==> src/rtl/bst_pkg.sv <==
// Shared types, codes and defaults for the bencode stream tokenizer.
`default_nettype none

package bst_pkg;

	// Parameter defaults and fixed sizes
	localparam int MAX_DEPTH_DEF = 32;
	localparam int LEN_BITS_DEF  = 32;
	localparam int QUEUE_DEPTH   = 2;
	localparam int ACC_W         = 63;

	// Characters of the bencode grammar
	localparam logic [7:0] CH_I     = 8'h69;
	localparam logic [7:0] CH_L     = 8'h6C;
	localparam logic [7:0] CH_D     = 8'h64;
	localparam logic [7:0] CH_E     = 8'h65;
	localparam logic [7:0] CH_COLON = 8'h3A;
	localparam logic [7:0] CH_MINUS = 8'h2D;
	localparam logic [7:0] CH_ZERO  = 8'h30;
	localparam logic [7:0] CH_NINE  = 8'h39;

	// Byte classes seen by the parser
	typedef enum logic [2:0] {
		CLS_DIGIT,
		CLS_I,
		CLS_L,
		CLS_D,
		CLS_E,
		CLS_COLON,
		CLS_MINUS,
		CLS_OTHER
	} cls_t;

	// Event kinds on the result side
	typedef enum logic [2:0] {
		KIND_INT,
		KIND_STR_HDR,
		KIND_STR_BYTE,
		KIND_LIST_OPEN,
		KIND_DICT_OPEN,
		KIND_CLOSE,
		KIND_ERROR,
		KIND_COMPLETE
	} kind_t;

	// Error codes
	typedef enum logic [3:0] {
		ERR_UNEXPECTED,
		ERR_INT_DIGIT,
		ERR_INT_NO_E,
		ERR_INT_EMPTY,
		ERR_LEN_CHAR,
		ERR_NO_COLON,
		ERR_STR_SHORT,
		ERR_LIST_NO_E,
		ERR_DICT_NO_E,
		ERR_EOF,
		ERR_OVERFLOW
	} err_t;

	// Parser modes
	typedef enum logic [2:0] {
		MODE_EXPECT,
		MODE_INT_SIGN,
		MODE_INT_DIGITS,
		MODE_STR_LEN,
		MODE_STR_BODY,
		MODE_DONE,
		MODE_ERROR
	} mode_t;

	// Decoded parser operations
	typedef enum logic [3:0] {
		OP_NONE,
		OP_FAIL,
		OP_INT_START,
		OP_INT_NEG,
		OP_INT_DIGIT,
		OP_INT_DONE,
		OP_STR_START,
		OP_LEN_DIGIT,
		OP_STR_HDR,
		OP_STR_BYTE,
		OP_OPEN,
		OP_CLOSE,
		OP_EOF_DONE,
		OP_EOF_FAIL,
		OP_EOF_QUIET
	} op_t;

	// Classified request from the front end
	typedef struct packed {
		logic        eof;
		cls_t        cls;
		logic [3:0]  digit;
		logic [7:0]  data;
	} tok_t;

	// One result event
	typedef struct packed {
		kind_t              kind;
		logic signed [63:0] int_value;
		logic [31:0]        str_length;
		logic [7:0]         data_byte;
		logic               last_byte;
		logic               is_key;
		logic [5:0]         nest_depth;
		logic               top_done;
		err_t               error_code;
	} evt_t;

endpackage

`default_nettype wire

==> src/rtl/bst_ram.sv <==
// Generic single-write, single-read RAM with registered read data.
`default_nettype none

module bst_ram #(
	parameter int WIDTH = 1,
	parameter int DEPTH = 32,
	localparam int AW = (DEPTH > 1) ? $clog2(DEPTH) : 1
) (
	input  wire logic             clk,
	input  wire logic             we,
	input  wire logic [AW-1:0]    waddr,
	input  wire logic [WIDTH-1:0] wdata,
	input  wire logic [AW-1:0]    raddr,
	output logic      [WIDTH-1:0] rdata
);

	logic [WIDTH-1:0] mem_q [DEPTH];

	// Write, then register the read (old data on a same-address collision)
	always_ff @(posedge clk) begin
		if (we) begin
			mem_q[waddr] <= wdata;
		end
		rdata <= mem_q[raddr];
	end

endmodule

`default_nettype wire

==> src/rtl/bst_fifo.sv <==
// Small register FIFO used between the front end, the parser and the result port.
`default_nettype none

module bst_fifo #(
	parameter int WIDTH = 8,
	parameter int DEPTH = 2,
	localparam int PW = $clog2(DEPTH),
	localparam int CW = $clog2(DEPTH + 1)
) (
	input  wire logic             clk,
	input  wire logic             arst_n,
	input  wire logic             push,
	input  wire logic [WIDTH-1:0] wdata,
	input  wire logic             pop,
	output logic      [WIDTH-1:0] rdata,
	output logic                  full,
	output logic                  empty
);

	logic [WIDTH-1:0] mem_q [DEPTH];
	logic [PW-1:0]    wr_q;
	logic [PW-1:0]    rd_q;
	logic [CW-1:0]    cnt_q;
	logic             do_push;
	logic             do_pop;

	assign full    = (cnt_q == CW'(DEPTH));
	assign empty   = (cnt_q == '0);
	assign do_push = push && !full;
	assign do_pop  = pop && !empty;
	assign rdata   = mem_q[rd_q];

	// Advance pointers and occupancy
	always_ff @(posedge clk or negedge arst_n) begin
		if (!arst_n) begin
			wr_q  <= '0;
			rd_q  <= '0;
			cnt_q <= '0;
		end else begin
			if (do_push) begin
				wr_q <= (wr_q == PW'(DEPTH - 1)) ? '0 : wr_q + 1'b1;
			end
			if (do_pop) begin
				rd_q <= (rd_q == PW'(DEPTH - 1)) ? '0 : rd_q + 1'b1;
			end
			if (do_push && !do_pop) begin
				cnt_q <= cnt_q + 1'b1;
			end else if (do_pop && !do_push) begin
				cnt_q <= cnt_q - 1'b1;
			end
		end
	end

	// Store the payload
	always_ff @(posedge clk) begin
		if (do_push) begin
			mem_q[wr_q] <= wdata;
		end
	end

endmodule

`default_nettype wire

==> src/rtl/bst_front.sv <==
// Front end: accepts input requests and classifies each byte for the parser.
`default_nettype none

module bst_front import bst_pkg::*; (
	input  wire logic       push,
	output logic            full,
	input  wire logic       action,
	input  wire logic [7:0] in_byte,
	input  wire logic       q_full,
	output logic            q_push,
	output tok_t            tok
);

	// Accept whenever the classified queue has room
	assign full   = q_full;
	assign q_push = push && !q_full;

	// Classify the byte
	always_comb begin
		tok       = '0;
		tok.eof   = action;
		tok.data  = in_byte;
		tok.digit = in_byte[3:0];
		if (in_byte inside {[CH_ZERO:CH_NINE]}) begin
			tok.cls = CLS_DIGIT;
		end else begin
			case (in_byte)
				CH_I:     tok.cls = CLS_I;
				CH_L:     tok.cls = CLS_L;
				CH_D:     tok.cls = CLS_D;
				CH_E:     tok.cls = CLS_E;
				CH_COLON: tok.cls = CLS_COLON;
				CH_MINUS: tok.cls = CLS_MINUS;
				default:  tok.cls = CLS_OTHER;
			endcase
		end
	end

endmodule

`default_nettype wire

==> src/rtl/bst_back.sv <==
// Back end: bencode parser state machine with the container stack.
`default_nettype none

module bst_back import bst_pkg::*; #(
	parameter int MAX_DEPTH = MAX_DEPTH_DEF,
	parameter int LEN_BITS  = LEN_BITS_DEF
) (
	input  wire logic clk,
	input  wire logic arst_n,
	input  wire tok_t tok,
	input  wire logic tok_valid,
	output logic      tok_pop,
	input  wire logic evt_full,
	output logic      evt_push,
	output evt_t      evt
);

	localparam int SPW = $clog2(MAX_DEPTH + 1);
	localparam int AW  = (MAX_DEPTH > 1) ? $clog2(MAX_DEPTH) : 1;

	mode_t               mode_q, mode_d;
	logic [SPW-1:0]      sp_q, sp_d;
	logic [ACC_W-1:0]    acc_q, acc_d;
	logic                neg_q, neg_d;
	logic                seen_q, seen_d;
	logic [LEN_BITS-1:0] rem_q, rem_d;
	logic                key_q, key_d;
	logic                top_dict_q, top_dict_d;
	logic                byp_q;
	logic                byp_dat_q;
	logic                ram_rd;
	logic                ram_we;
	logic                below_dict;
	logic                go;
	op_t                 op;
	err_t                err;
	logic [ACC_W+3:0]    sum;
	logic                int_ovf;
	logic                len_ovf;
	logic                sp_zero;
	logic                in_dict;
	logic                top_list;
	logic                at_max;
	logic                rem_last;
	logic                acc_zero;
	logic                open_dict;
	logic                finish;
	logic [63:0]         mag;

	// Take a request when one waits and the result queue has room
	assign go      = tok_valid && !evt_full;
	assign tok_pop = go;

	// Stack status
	assign sp_zero    = (sp_q == '0);
	assign in_dict    = !sp_zero && top_dict_q;
	assign top_list   = !sp_zero && !top_dict_q;
	assign at_max     = (sp_q >= SPW'(MAX_DEPTH));
	assign below_dict = byp_q ? byp_dat_q : ram_rd;
	assign open_dict  = (tok.cls == CLS_D);

	// Accumulate a decimal digit and check both range limits
	assign sum      = (ACC_W+4)'({acc_q, 3'b000}) + (ACC_W+4)'({acc_q, 1'b0})
		+ (ACC_W+4)'(tok.digit);
	assign int_ovf  = |sum[ACC_W+3:ACC_W];
	assign len_ovf  = |sum[ACC_W+3:LEN_BITS];
	assign rem_last = (rem_q == LEN_BITS'(1));
	assign acc_zero = (acc_q == '0);
	assign mag      = {1'b0, acc_q};

	// Decode the request against the current mode
	always_comb begin
		op  = OP_NONE;
		err = ERR_UNEXPECTED;
		if (tok.eof) begin
			case (mode_q)
				MODE_DONE:  op = OP_EOF_DONE;
				MODE_ERROR: op = OP_EOF_QUIET;
				MODE_INT_SIGN, MODE_INT_DIGITS: begin
					op  = OP_EOF_FAIL;
					err = ERR_INT_NO_E;
				end
				MODE_STR_LEN: begin
					op  = OP_EOF_FAIL;
					err = ERR_NO_COLON;
				end
				MODE_STR_BODY: begin
					op  = OP_EOF_FAIL;
					err = ERR_STR_SHORT;
				end
				default: begin
					op = OP_EOF_FAIL;
					if (sp_zero) begin
						err = ERR_EOF;
					end else if (!top_dict_q) begin
						err = ERR_LIST_NO_E;
					end else begin
						err = key_q ? ERR_DICT_NO_E : ERR_EOF;
					end
				end
			endcase
		end else begin
			case (mode_q)
				MODE_DONE, MODE_ERROR: op = OP_NONE;
				MODE_INT_SIGN, MODE_INT_DIGITS: begin
					if (tok.cls == CLS_E) begin
						if (seen_q) begin
							op = OP_INT_DONE;
						end else begin
							op  = OP_FAIL;
							err = ERR_INT_EMPTY;
						end
					end else if (mode_q == MODE_INT_SIGN && tok.cls == CLS_MINUS) begin
						op = OP_INT_NEG;
					end else if (tok.cls != CLS_DIGIT) begin
						op  = OP_FAIL;
						err = ERR_INT_DIGIT;
					end else if (int_ovf) begin
						op  = OP_FAIL;
						err = ERR_OVERFLOW;
					end else begin
						op = OP_INT_DIGIT;
					end
				end
				MODE_STR_LEN: begin
					if (tok.cls == CLS_COLON) begin
						op = OP_STR_HDR;
					end else if (tok.cls != CLS_DIGIT) begin
						op  = OP_FAIL;
						err = ERR_LEN_CHAR;
					end else if (len_ovf) begin
						op  = OP_FAIL;
						err = ERR_OVERFLOW;
					end else begin
						op = OP_LEN_DIGIT;
					end
				end
				MODE_STR_BODY: op = OP_STR_BYTE;
				default: begin
					if (in_dict && key_q) begin
						// Dict key position: only a string or a close
						if (tok.cls == CLS_E) begin
							op = OP_CLOSE;
						end else if (tok.cls == CLS_DIGIT) begin
							op = OP_STR_START;
						end else begin
							op  = OP_FAIL;
							err = (tok.cls == CLS_COLON) ? ERR_NO_COLON : ERR_LEN_CHAR;
						end
					end else begin
						case (tok.cls)
							CLS_E: begin
								if (top_list) begin
									op = OP_CLOSE;
								end else begin
									op  = OP_FAIL;
									err = ERR_UNEXPECTED;
								end
							end
							CLS_I: op = OP_INT_START;
							CLS_L, CLS_D: begin
								if (at_max) begin
									op  = OP_FAIL;
									err = ERR_OVERFLOW;
								end else begin
									op = OP_OPEN;
								end
							end
							CLS_DIGIT: op = OP_STR_START;
							default: begin
								op  = OP_FAIL;
								err = ERR_UNEXPECTED;
							end
						endcase
					end
				end
			endcase
		end
	end

	// Next state
	always_comb begin
		mode_d     = mode_q;
		sp_d       = sp_q;
		acc_d      = acc_q;
		neg_d      = neg_q;
		seen_d     = seen_q;
		rem_d      = rem_q;
		key_d      = key_q;
		top_dict_d = top_dict_q;
		finish     = 1'b0;
		if (go) begin
			case (op)
				OP_FAIL: mode_d = MODE_ERROR;
				OP_INT_START: begin
					acc_d  = '0;
					neg_d  = 1'b0;
					seen_d = 1'b0;
					mode_d = MODE_INT_SIGN;
				end
				OP_INT_NEG: begin
					neg_d  = 1'b1;
					mode_d = MODE_INT_DIGITS;
				end
				OP_INT_DIGIT: begin
					acc_d  = sum[ACC_W-1:0];
					seen_d = 1'b1;
					mode_d = MODE_INT_DIGITS;
				end
				OP_INT_DONE: finish = 1'b1;
				OP_STR_START: begin
					acc_d  = ACC_W'(tok.digit);
					mode_d = MODE_STR_LEN;
				end
				OP_LEN_DIGIT: acc_d = sum[ACC_W-1:0];
				OP_STR_HDR: begin
					if (acc_zero) begin
						finish = 1'b1;
					end else begin
						rem_d  = acc_q[LEN_BITS-1:0];
						mode_d = MODE_STR_BODY;
					end
				end
				OP_STR_BYTE: begin
					rem_d  = rem_q - 1'b1;
					finish = rem_last;
				end
				OP_OPEN: begin
					sp_d       = sp_q + 1'b1;
					top_dict_d = open_dict;
					key_d      = open_dict;
					mode_d     = MODE_EXPECT;
				end
				OP_CLOSE: begin
					sp_d       = sp_q - 1'b1;
					top_dict_d = below_dict;
					if (sp_q == SPW'(1)) begin
						key_d  = 1'b0;
						mode_d = MODE_DONE;
					end else begin
						// A closed container is a finished value of its parent
						key_d  = below_dict;
						mode_d = MODE_EXPECT;
					end
				end
				OP_EOF_DONE, OP_EOF_FAIL, OP_EOF_QUIET: begin
					mode_d = MODE_EXPECT;
					sp_d   = '0;
					acc_d  = '0;
					neg_d  = 1'b0;
					seen_d = 1'b0;
					rem_d  = '0;
					key_d  = 1'b0;
				end
				default: mode_d = mode_q;
			endcase
			// Finish a scalar value
			if (finish) begin
				if (sp_zero) begin
					mode_d = MODE_DONE;
				end else begin
					mode_d = MODE_EXPECT;
					if (top_dict_q) begin
						key_d = !key_q;
					end
				end
			end
		end
	end

	// Result event
	always_comb begin
		evt            = '0;
		evt.nest_depth = 6'(sp_q);
		evt_push       = 1'b0;
		case (op)
			OP_FAIL, OP_EOF_FAIL: begin
				evt.kind       = KIND_ERROR;
				evt.error_code = err;
				evt_push       = go;
			end
			OP_INT_DONE: begin
				evt.kind      = KIND_INT;
				evt.int_value = neg_q ? (64'd0 - mag) : mag;
				evt.top_done  = sp_zero;
				evt_push      = go;
			end
			OP_STR_HDR: begin
				evt.kind       = KIND_STR_HDR;
				evt.str_length = acc_q[31:0];
				evt.is_key     = key_q;
				evt.top_done   = sp_zero && acc_zero;
				evt_push       = go;
			end
			OP_STR_BYTE: begin
				evt.kind      = KIND_STR_BYTE;
				evt.data_byte = tok.data;
				evt.last_byte = rem_last;
				evt.is_key    = key_q;
				evt.top_done  = rem_last && sp_zero;
				evt_push      = go;
			end
			OP_OPEN: begin
				evt.kind       = open_dict ? KIND_DICT_OPEN : KIND_LIST_OPEN;
				evt.nest_depth = 6'(sp_q + 1'b1);
				evt_push       = go;
			end
			OP_CLOSE: begin
				evt.kind       = KIND_CLOSE;
				evt.nest_depth = 6'(sp_q - 1'b1);
				evt.top_done   = (sp_q == SPW'(1));
				evt_push       = go;
			end
			OP_EOF_DONE: begin
				evt.kind       = KIND_COMPLETE;
				evt.nest_depth = '0;
				evt_push       = go;
			end
			default: evt_push = 1'b0;
		endcase
	end

	// Spill the old top to the stack on a push; prefetch the entry under the new top
	assign ram_we = go && (op == OP_OPEN) && !sp_zero;

	bst_ram #(
		.WIDTH (1),
		.DEPTH (MAX_DEPTH)
	) u_stack (
		.clk   (clk),
		.we    (ram_we),
		.waddr (AW'(sp_q - 1'b1)),
		.wdata (top_dict_q),
		.raddr (AW'(sp_d - SPW'(2))),
		.rdata (ram_rd)
	);

	// Hold parser state
	always_ff @(posedge clk or negedge arst_n) begin
		if (!arst_n) begin
			mode_q     <= MODE_EXPECT;
			sp_q       <= '0;
			acc_q      <= '0;
			neg_q      <= 1'b0;
			seen_q     <= 1'b0;
			rem_q      <= '0;
			key_q      <= 1'b0;
			top_dict_q <= 1'b0;
			byp_q      <= 1'b0;
		end else begin
			mode_q     <= mode_d;
			sp_q       <= sp_d;
			acc_q      <= acc_d;
			neg_q      <= neg_d;
			seen_q     <= seen_d;
			rem_q      <= rem_d;
			key_q      <= key_d;
			top_dict_q <= top_dict_d;
			// Cover the read that raced the spill write
			byp_q      <= go && (op == OP_OPEN);
		end
	end

	// Keep the spilled value for the bypass
	always_ff @(posedge clk) begin
		if (go && op == OP_OPEN) begin
			byp_dat_q <= top_dict_q;
		end
	end

	a_sp_range: assert property (@(posedge clk) disable iff (!arst_n)
		sp_q <= SPW'(MAX_DEPTH))
		else $error("stack pointer beyond the stack");

	a_body_left: assert property (@(posedge clk) disable iff (!arst_n)
		mode_q == MODE_STR_BODY |-> rem_q != '0)
		else $error("string body with nothing left");

	a_done_empty: assert property (@(posedge clk) disable iff (!arst_n)
		mode_q == MODE_DONE |-> sp_q == '0)
		else $error("value complete with open containers");

	a_eof_reset: assert property (@(posedge clk) disable iff (!arst_n)
		go && tok.eof |=> mode_q == MODE_EXPECT && sp_q == '0)
		else $error("end marker did not return to start");

	a_byp_depth: assert property (@(posedge clk) disable iff (!arst_n)
		byp_q |-> sp_q != '0)
		else $error("stack bypass with an empty stack");

endmodule

`default_nettype wire

==> src/rtl/bencode_stream_tokenizer.sv <==
// Bencode stream tokenizer: one byte per request, one event at most per byte.
// Path: an accepted byte waits in the request queue; the parser writes its event into
// the result queue, where it is held until taken while empty is low.
// Throughput: one byte per cycle while the result queue has room, set by the single
// parser step with one stack push or pop and the prefetched entry under the stack top.
// Reset: arst_n clears the queues and the parser; stack entries are not cleared,
// only entries below the stack pointer are ever read.
`default_nettype none

module bencode_stream_tokenizer import bst_pkg::*; #(
	parameter int MAX_DEPTH = MAX_DEPTH_DEF,
	parameter int LEN_BITS  = LEN_BITS_DEF
) (
	input  wire logic        clk,
	input  wire logic        arst_n,
	input  wire logic        push,
	output logic             full,
	input  wire logic        action,
	input  wire logic [7:0]  in_byte,
	output logic             empty,
	input  wire logic        pop,
	output logic [2:0]       kind,
	output logic signed [63:0] int_value,
	output logic [31:0]      str_length,
	output logic [7:0]       data_byte,
	output logic             last_byte,
	output logic             is_key,
	output logic [5:0]       nest_depth,
	output logic             top_done,
	output logic [3:0]       error_code
);

	tok_t tok_in;
	tok_t tok_head;
	logic tok_q_push;
	logic tok_q_full;
	logic tok_q_empty;
	logic tok_pop;
	evt_t evt_in;
	evt_t evt_head;
	logic evt_push;
	logic evt_full;

	// Classify incoming bytes
	bst_front u_front (
		.push    (push),
		.full    (full),
		.action  (action),
		.in_byte (in_byte),
		.q_full  (tok_q_full),
		.q_push  (tok_q_push),
		.tok     (tok_in)
	);

	// Decouple the front end from the parser
	bst_fifo #(
		.WIDTH ($bits(tok_t)),
		.DEPTH (QUEUE_DEPTH)
	) u_tok_q (
		.clk    (clk),
		.arst_n (arst_n),
		.push   (tok_q_push),
		.wdata  (tok_in),
		.pop    (tok_pop),
		.rdata  (tok_head),
		.full   (tok_q_full),
		.empty  (tok_q_empty)
	);

	// Parse
	bst_back #(
		.MAX_DEPTH (MAX_DEPTH),
		.LEN_BITS  (LEN_BITS)
	) u_back (
		.clk       (clk),
		.arst_n    (arst_n),
		.tok       (tok_head),
		.tok_valid (!tok_q_empty),
		.tok_pop   (tok_pop),
		.evt_full  (evt_full),
		.evt_push  (evt_push),
		.evt       (evt_in)
	);

	// Hold results until taken
	bst_fifo #(
		.WIDTH ($bits(evt_t)),
		.DEPTH (QUEUE_DEPTH)
	) u_evt_q (
		.clk    (clk),
		.arst_n (arst_n),
		.push   (evt_push),
		.wdata  (evt_in),
		.pop    (pop),
		.rdata  (evt_head),
		.full   (evt_full),
		.empty  (empty)
	);

	// Drive the result fields
	assign kind       = evt_head.kind;
	assign int_value  = evt_head.int_value;
	assign str_length = evt_head.str_length;
	assign data_byte  = evt_head.data_byte;
	assign last_byte  = evt_head.last_byte;
	assign is_key     = evt_head.is_key;
	assign nest_depth = evt_head.nest_depth;
	assign top_done   = evt_head.top_done;
	assign error_code = evt_head.error_code;

endmodule

`default_nettype wire
==> config.mk <==
export PLATFORM = sky130hd
export DESIGN_NAME = bencode_stream_tokenizer
export DESIGN_NICKNAME = d
export VERILOG_FILES = /design/src/rtl/bst_pkg.sv /design/src/rtl/bst_ram.sv /design/src/rtl/bst_fifo.sv /design/src/rtl/bst_front.sv /design/src/rtl/bst_back.sv /design/src/rtl/bencode_stream_tokenizer.sv
export SDC_FILE = /design/constraint.sdc
export NUM_CORES = 1
export LEC_CHECK = 0
export ABC_CLOCK_PERIOD_IN_PS = 25600
export BUFFER_PORTS_ARGS = -buffer_cell sky130_fd_sc_hd__buf_2
export CAP_MARGIN = 20
export CORE_MARGIN = 4
export CORE_UTILIZATION = 65
export DETAILED_ROUTE_END_ITERATION = 6
export PLACE_DENSITY_LB_ADDON = 0.25
export SLEW_MARGIN = 40
export SYNTH_ARGS = -nofsm -noshare
export SYNTH_HDL_FRONTEND = slang
export SYNTH_HIERARCHICAL = 1
export SYNTH_SLANG_ARGS = --single-unit
export TNS_END_PERCENT = 1
==> constraint.sdc <==
create_clock -name clk -period 25.6 [get_ports clk]
set_input_delay 7.68 -clock clk [delete_from_list [all_inputs] [get_ports clk]]
set_output_delay 7.68 -clock clk [all_outputs]
set_load 0.03 [all_outputs]
==> results by group, run 1 <==
Outcome
  – Status: complete, no violations

Min path
  – Hold Path Origin: u_back/rem_q[14]$_DFFE_PN0P_
  – Hold Path Cell Cnt: 2
  – HP Class: reg -> reg
  – Min-Delay Endpoint: u_back/rem_q[14]$_DFFE_PN0P_

Detailed routing
  – Post-route ant nets: 0
  – Via Count: 19900
  – Via-to-Cell Ratio: 6.47
  – Drt initial violations: 1927
  – Drt wl/cell: 21.1 um
  – DRC errors left: 0
  – Routed Wire Length: 64.8 mm
  – Pre-Repair DR Iteration Count: 5

Setup path
  – Worst-path maximum fanout: 71
  – R2R Setup Slk: 17.90 ns
  – Slowest library cell on the worst path: dfrtp_4
  – Crit-path max cell delay: 0.87 ns
  – Reg-to-Reg Start: u_tok_q/rd_q$_DFFE_PN0P_
  – CP Data Required Time: 17.92 ns
  – R2r endpoint: u_back/acc_q[30]$_DFFE_PN0P_
  – Worst path cell trace: buf_6 > mux2_2 > buf_2
  – Crit path DAT: 2.72 ns
  – Register-to-Register Path Depth: 22
  – Crit path launch type: flip-flop
  – WS Path Type: reg -> out
  – Crit. End Element: primary output

Die
  – Die Ht: 206 um
  – Core area: 0.0387 mm^2
  – Die width: 206 um
  – Num ports: 135
  – FP Rows: 72
  – Starting Density: 65.9%
  – Full die area: 0.0425 mm^2

Logic synthesis
  – Synth Area in Compound Gates: 15.4%
  – Sequential area share after synthesis: 47.4%
  – Multiplexer share of the synthesized area: 7.12%
  – Mapped Nets: 2614
  – Syn. warnings: 6
  – Top_reg_cell synth: edfxtp_1
  – Distinct cell type count after synthesis: 90
  – Xor/xnor cell area share of the yosys netlist: 4.67%
  – Simple-gate portion of the synthesized area: 14.7%
  – Largest family of logic cells by synthesized area: compound AO/OA/AOI/OAI gates
  – Post-synthesis adder-cell area fraction: 6.77%
  – Mapped Cells: 2464
  – Number of flops mapped to enable cells by yosys: 305
  – FF+latch count, synth: 423
  – Synth async-reset ratio: 27.7%
  – Synth Area per Inst: 10.4 um^2
  – Netlist Area Pre-Place: 0.0255 mm^2

STA
  – Final setup TNS: 0 ns
  – Final hold vios: 0
  – RSZ-0062 raised after global routing: false
  – Final min period: 10.40 ns
  – Max-slew violation count: 0
  – Peak Freq: 0.0961 GHz
  – Slew Limit Headroom: 44.2%
  – Period utilisation layout: 40.6%
  – Setup violations, final: 0
  – Final setup skew: 0.0168 ns
  – Worst Tran Pin Value: 0.828 ns

Flow run
  – Max_cap viols: 0

Clock network
  – Post-CTS Setup Inserts: 0
  – Post-cts resize count: 0
  – Clock buffer depth: 3
  – CTS Sinks: 423
  – # H-tree levels: 2
  – Later-pin clock latency in the skew report: 0.57 ns
  – CTS root buffer: clkbuf_16
  – CTS tree: yes
  – # hold bufs at CTS: 0
  – Inserted Clock Buffers: 44
  – Reg clk slew, reported paths: 0.06 ns

Final layout
  – Storage cell area: 0.0121 mm^2
  – Layout area overhead: 8.62%
  – Commonest cells after routing, fill and taps aside: edfxtp_1 (305), nor2_1 (237), nand2_1 (214), o21ai_0 (180), a21oi_1 (150)
  – Final #Nets: 2665
  – Multi-input logic area: 0.0125 mm^2
  – Fin area: 0.0277 mm^2
  – Fill cell count: 2764
  – Layout cells sized above 1: 15.5%
  – Leading cell type in the layout, fill and taps excluded: edfxtp_1
  – Antenna Cells: 0

Global routing
  – Vias in the first global route: 19400
  – Grt total ovfl: 0
  – Initial antenna violation count: 0
  – Largest net degree at the start of global routing: 72
  – First-pass GRT wire length: 104 mm
  – Total GRT Usage: 30.4%

Power and ir drop
  – P_leak: 11.2 nW
  – Total chip power: 3.44 mW
  – Cell Pwr Density: 124 mW/mm^2
  – VDD IR max: 0.000113 V

Placement
  – Area after DPL: 0.0263 mm^2
  – Hpwl dp: 46.8 mm
  – GP Congestion: 0.983
  – # port buffers: 134
-- flip-flops by register name, indices dropped and copies added, names as in the netlist, 2 cells and up --
register	count
u_back/mode_q	3
u_back/u_stack/mem_q	32
u_back/rem_q	32
u_tok_q/cnt_q	2
u_evt_q/mem_q	240
u_tok_q/mem_q	32
u_evt_q/cnt_q	2
u_back/acc_q	63
u_back/sp_q	6
-- critical path, delay by kind of cell, from the launching register on --
family                 cells  cell delay (ns)
buffers and inverters      2             0.75
flip-flops                 1             0.87
multiplexers               1             0.41
-- per-stage QoR --
| stage | setup WS, ns | instances | hold WS (ns) | util, % |
|---|---|---|---|---|
| CTS | 14.94 | 3066 | 0.504 | 71.5 |
| detailed placement | 15.56 | 2987 | 0.496 | 67.9 |
| floorplan | 15.54 | 2464 | 0.461 | - |
| finish | 15.20 | 3066 | 0.507 | 71.6 |
| global route | 15.08 | 3066 | 0.517 | 71.6 |
| global placement | 15.66 | 2985 | 0.479 | 67.8 |
-- cell usage after synthesis, types with 22 or more instances --
cell / n / area share (%)
o21ai_0: 180 / 3.5
mux2_2: 129 / 5.7
a21oi_1: 152 / 3.0
nor2_1: 239 / 3.5
mux2i_1: 23 / 0.90
xor2_1: 93 / 3.2
a22oi_1: 22 / 0.65
and3_1: 46 / 1.1
and2_1: 24 / 0.59
dfrtp_1: 117 / 11
nand2_1: 215 / 3.2
edfxtp_1: 305 / 36
nor3_1: 53 / 1.0
xnor2_1: 43 / 1.5
clkbuf_1: 81 / 1.2
nand3_1: 36 / 0.71
ha_1: 135 / 6.6
a21o_1: 28 / 0.82
or3_1: 27 / 0.66
o31ai_1: 80 / 2.4
inv_1: 55 / 0.81
nand4_1: 29 / 0.71
buf_2: 23 / 0.45
-- cell type report --
type	count	area share (%)
repair buffers	153	3.07
clock inverters	27	0.920
clock buffers	52	4.19
well taps	518	2.34
flip-flops and latches	423	43.7
multi-input cells	1837	45.1
inverters	56	0.758
-- kinds of logic (layout without fill, tap and decap cells) --
group                    Yosys count  after routing
buffers and inverters            204            288
adder cells (fa/ha/maj)          137            137
multiplexers                     161            161
AND/OR/NAND/NOR                  780            780
flip-flops                       423            423
AO/OA/AOI/OAI                    623            623
XOR/XNOR                         136            136
-- routing by layer --
layer | GRT usage (%) | wire length (um) | up-vias
met3 | 4.25 | 4450 | 144
li1 | - | - | 9285
met4 | 9.77 | 2000 | 0
met2 | 49.9 | 31100 | 822
met5 | 0 | 0 | -
met1 | 42.2 | 27300 | 9601
-- report_power, final --
part	total, mW	switching (mW)	internal [mW]	leakage [nW]
Clock	0.627	0.262	0.365	0.689
Combinational	1.65	1.13	0.518	6.06
Sequential	1.17	0.133	1.04	4.47
-- worst max path at each step --
stage          depth (start not counted)                      from  slack (ns)                       endpoint
4_1_cts                                3  u_evt_q/rd_q$_DFFE_PN0P_       14.94                  int_value[23]
5_1_grt                                3  u_evt_q/rd_q$_DFFE_PN0P_       15.08                  int_value[23]
3_3_place_gp                           3  u_evt_q/rd_q$_DFFE_PN0P_       15.66                  int_value[32]
2_1_floorplan                         22  u_tok_q/rd_q$_DFFE_PN0P_       15.54  u_evt_q/mem_q[0][0]$_DFFE_PP_
3_5_place_dp                           3  u_evt_q/rd_q$_DFFE_PN0P_       15.56                  int_value[23]
6_report                               3  u_evt_q/rd_q$_DFFE_PN0P_       15.20                  int_value[30]
Power figures use the tool's default switching activity.
==> run 2, diff against run 1 <==
ABC_AREA = 1   (was unset)
ABC_CLOCK_PERIOD_IN_PS = 9500   (was 25600)
CORE_UTILIZATION = 57   (was 65)
clock period = 9.5 ns   (was 25.6 ns; I/O delays follow)
==> run 2 against run 1 <==
  * Non-clock buffer count is 3 lower
  * Utilization down 8.1 points
  * Sequential share of layout area is 3.0 points lower
==> results by group, run 2 <==
Logic synthesis
  – Syn. warnings: 6 (unchanged)
  – Sequential area share after synthesis: 44.3% (was 47.4%)
  – Number of flops mapped to enable cells by yosys: 305 (unchanged)
  – Ranking of synthesized cells by area: edfxtp_1 (34%), nand2_1 (17%), dfrtp_1 (11%), inv_1 (6.3%), ha_1 (6.2%) (was edfxtp_1 (36%), dfrtp_1 (11%), ha_1 (6.6%), mux2_2 (5.7%), o21ai_0 (3.5%))
  – Synth async-reset ratio: 27.7% (unchanged)
  – Synth cell count leaders: nand2_1 (1241), inv_1 (459), nor2_1 (426) (was edfxtp_1 (305), nor2_1 (239), nand2_1 (215))
  – Mapped Nets: 3749 (was 2614)
  – Yosys top cell by area: edfxtp_1 (unchanged)
  – Count leader, synth: nand2_1 (was edfxtp_1)
  – Distinct cell type count after synthesis: 60 (was 90)
  – Top cell type's share of synthesized area: 33.5% (was 35.9%)
  – Top_reg_cell synth: edfxtp_1 (unchanged)
  – Netlist Area Pre-Place: 0.0273 mm^2 (was 0.0255 mm^2)
  – Synth Area per Inst: 7.60 um^2 (was 10.4 um^2)
  – FF+latch count, synth: 423 (unchanged)
  – Mapped Cells: 3599 (was 2464)

STA
  – Final min period: 6.95 ns
  – RSZ-0062 raised after global routing: false (unchanged)
  – Setup violations, final: 0 (unchanged)
  – Final setup TNS: 0 ns (unchanged)
  – Final setup skew: 0.0192 ns (was 0.0168 ns)
  – WHS: 0.486 ns (was 0.507 ns)
  – Worst Tran Pin Value: 0.866 ns (was 0.828 ns)
  – Slew Limit Headroom: 41.8% (was 44.2%)
  – Peak Freq: 0.144 GHz
  – Period utilisation layout: 73.2%
  – Final hold vios: 0 (unchanged)
  – Max-slew violation count: 0 (unchanged)

Clock network
  – Reg clk slew, reported paths: 0.06 ns (about the same)
  – Clock buffer depth: 3 (unchanged)
  – Later-pin clock latency in the skew report: 0.59 ns (was 0.57 ns)
  – Inserted Clock Buffers: 45 (was 44)
  – CTS tree: yes (unchanged)
  – CTS Sinks: 423 (unchanged)
  – # H-tree levels: 2 (unchanged)
  – Post-cts resize count: 0 (unchanged)
  – Post-CTS Setup Inserts: 0 (unchanged)
  – # hold bufs at CTS: 0 (unchanged)
  – CTS root buffer: clkbuf_16 (unchanged)

Die
  – FP Rows: 79 (was 72)
  – Num ports: 135 (unchanged)
  – Die width: 227 um (was 206 um)
  – Die Ht: 227 um (was 206 um)
  – Starting Density: 58.2% (was 65.9%)
  – Full die area: 0.0515 mm^2 (was 0.0425 mm^2)
  – Core area: 0.0470 mm^2 (was 0.0387 mm^2)

Global routing
  – Initial antenna violation count: 1 (was 0)
  – Vias in the first global route: 22200 (was 19400)
  – Largest net degree at the start of global routing: 86 (was 72)
  – Total GRT Usage: 30.7% (was 30.4%)
  – First-pass GRT wire length: 123 mm (was 104 mm)
  – Grt total ovfl: 0 (unchanged)

Detailed routing
  – Drt initial violations: 2346 (was 1927)
  – DRC errors left: 0 (unchanged)
  – Routed Wire Length: 79.8 mm (was 64.8 mm)
  – Post-route ant nets: 0 (unchanged)
  – Pre-Repair DR Iteration Count: 6 (was 5)
  – Drt wl/cell: 18.4 um (was 21.1 um)
  – Via-to-Cell Ratio: 5.55 (was 6.47)
  – Via Count: 24100 (was 19900)

Setup path
  – Reg-to-Reg Start: u_tok_q/rd_q$_DFFE_PN0P_ (unchanged)
  – Crit path launch type: flip-flop (unchanged)
  – WS Path Type: reg -> reg (was reg -> out)
  – Slowest library cell on the worst path: clkinv_2 (was dfrtp_4)
  – R2R Setup Slk: 2.55 ns (was 17.90 ns)
  – CP startpoint: u_tok_q/rd_q$_DFFE_PN0P_ (was u_evt_q/rd_q$_DFFE_PN0P_)
  – CP Data Required Time: 9.95 ns (was 17.92 ns)
  – Crit path DAT: 7.40 ns (was 2.72 ns)
  – Crit-path max cell delay: 0.64 ns (was 0.87 ns)
  – Worst-path maximum fanout: 85 (was 71)
  – Most numerous cell on the critical path: nand2_1
  – Crit. End Element: flip-flop (was primary output)

Final layout
  – Storage cell area: 0.0121 mm^2 (about the same)
  – Fill cell count: 4143 (was 2764)
  – Antenna Cells: 0 (unchanged)
  – Fin area: 0.0298 mm^2 (was 0.0277 mm^2)
  – Layout cells sized above 1: 8.12% (was 15.5%)
  – Leading cell type in the layout, fill and taps excluded: nand2_1 (was edfxtp_1)
  – Multi-input logic area: 0.0128 mm^2 (was 0.0125 mm^2)
  – Final #Nets: 3843 (was 2665)
  – Commonest cells after routing, fill and taps aside: nand2_1 (1240), inv_1 (457), nor2_1 (425), edfxtp_1 (305), nand3_1 (173) (was edfxtp_1 (305), nor2_1 (237), nand2_1 (214), o21ai_0 (180), a21oi_1 (150))
  – Top reg by flops: u_evt_q/mem_q (unchanged)
  – Max reg flops: 240 (unchanged)
  – Layout area overhead: 9.03% (was 8.62%)
  – Largest regs: u_evt_q/mem_q x240, u_back/acc_q x63 (unchanged)

Min path
  – Hold Path Origin: u_tok_q/wr_q$_DFFE_PN0P_ (was u_back/rem_q[14]$_DFFE_PN0P_)
  – HP Class: reg -> reg (unchanged)

Placement
  – Area after DPL: 0.0283 mm^2 (was 0.0263 mm^2)
  – Hpwl dp: 60.2 mm (was 46.8 mm)
  – GP Congestion: 1.04 (was 0.983)
  – # port buffers: 134 (unchanged)

Power and ir drop
  – P_leak: 14.5 nW (was 11.2 nW)
  – Cell Pwr Density: 395 mW/mm^2 (was 124 mW/mm^2)
  – VDD IR max: 0.000253 V (was 0.000113 V)

Flow run
  – Max_cap viols: 0 (unchanged)

Outcome
  – Status: complete, no violations (unchanged)
run 2: cell count changes in the layout (fill, tap and decap cells not counted), moves of 23 or more:
cell     before   now
a21o_1       26     2
a21oi_1     150   125
and3_1       45     3
inv_1        55   457
mux2_2      129     1
mux2i_1      23     0
nand2_1     214  1240
nand3_1      36   173
nor2_1      237   425
o21ai_0     180   106
o21ai_1       3    43
o31ai_1      80     0
or3_1        27     1
xnor2_1      43    18
run 2: per-layer routing:
layer | GRT usage [%] | vias to the layer above | part of all wire [%]
met5 | 0 | - | 0.015
met1 | 43.0 | 11200 | 42
met3 | 5.18 | 140 | 8.6
li1 | - | 11800 | -
met2 | 48.8 | 1007 | 45
met4 | 11.3 | 2 | 3.7
run 2: report_power, final:
| part | internal, mW | total [mW] | switching, mW |
|---|---|---|---|
| Sequential | 2.98 | 3.48 | 0.504 |
| Combinational | 1.72 | 6.50 | 4.78 |
| Clock | 1.05 | 1.79 | 0.737 |
run 2: cells by family (layout without fill, tap and decap cells):
kind of cell	after synthesis	after routing	synth area share (%)
buffers and inverters	580	711	9.01
XOR/XNOR	98	98	3.14
adder cells (fa/ha/maj)	137	137	6.33
AO/OA/AOI/OAI	342	342	6.87
multiplexers	1	1	0.0412
flip-flops	423	423	44.3
AND/OR/NAND/NOR	2018	2018	30.3
run 2: path summary, 6_finish.rpt:
check / end / cells after the start
max: u_back/acc_q[43]$_DFFE_PN0P_ / 34
min: u_tok_q/wr_q$_DFFE_PN0P_ / 2
max reg2reg: u_back/acc_q[43]$_DFFE_PN0P_ / 34
min reg2reg: u_tok_q/wr_q$_DFFE_PN0P_ / 2
max in group asynchronous: u_back/top_dict_q$_DFFE_PN0P_ / 2
min in group asynchronous: u_back/sp_q[4]$_DFF_PN0_ / 1
run 2: through the flow:
step | power [mW] | utilization, % | setup slack, ns | cells
after floorplan | 8.14 | - | 0.0299 | 3599
after global placement | 9.80 | 60.1 | 2.79 | 4252
after detailed placement | 9.90 | 60.2 | 2.60 | 4253
after CTS | 11.7 | 63.4 | 2.60 | 4337
after global routing | 12.6 | 63.5 | 1.97 | 4337
final | 11.8 | 63.5 | 2.55 | 4337
run 2: critical path: cells and delay by family, from the launching register on:
kind                       cells  cell delay, ns
and+or+nand+nor               26            3.62
buffers and inverters          5            1.47
adders and majority gates      2            0.99
DFF                            1            0.61
AOI/OAI and AO/OA              1            0.09
run 2: cell type report:
type	instances	share of cell area, %
Multi-Input combinational cell	2596	43.0
Clock buffer	65	4.27
Inverter	477	6.05
Tap cell	607	2.55
Clock inverter	19	0.806
Timing Repair Buffer	150	2.73
Sequential cell	423	40.6
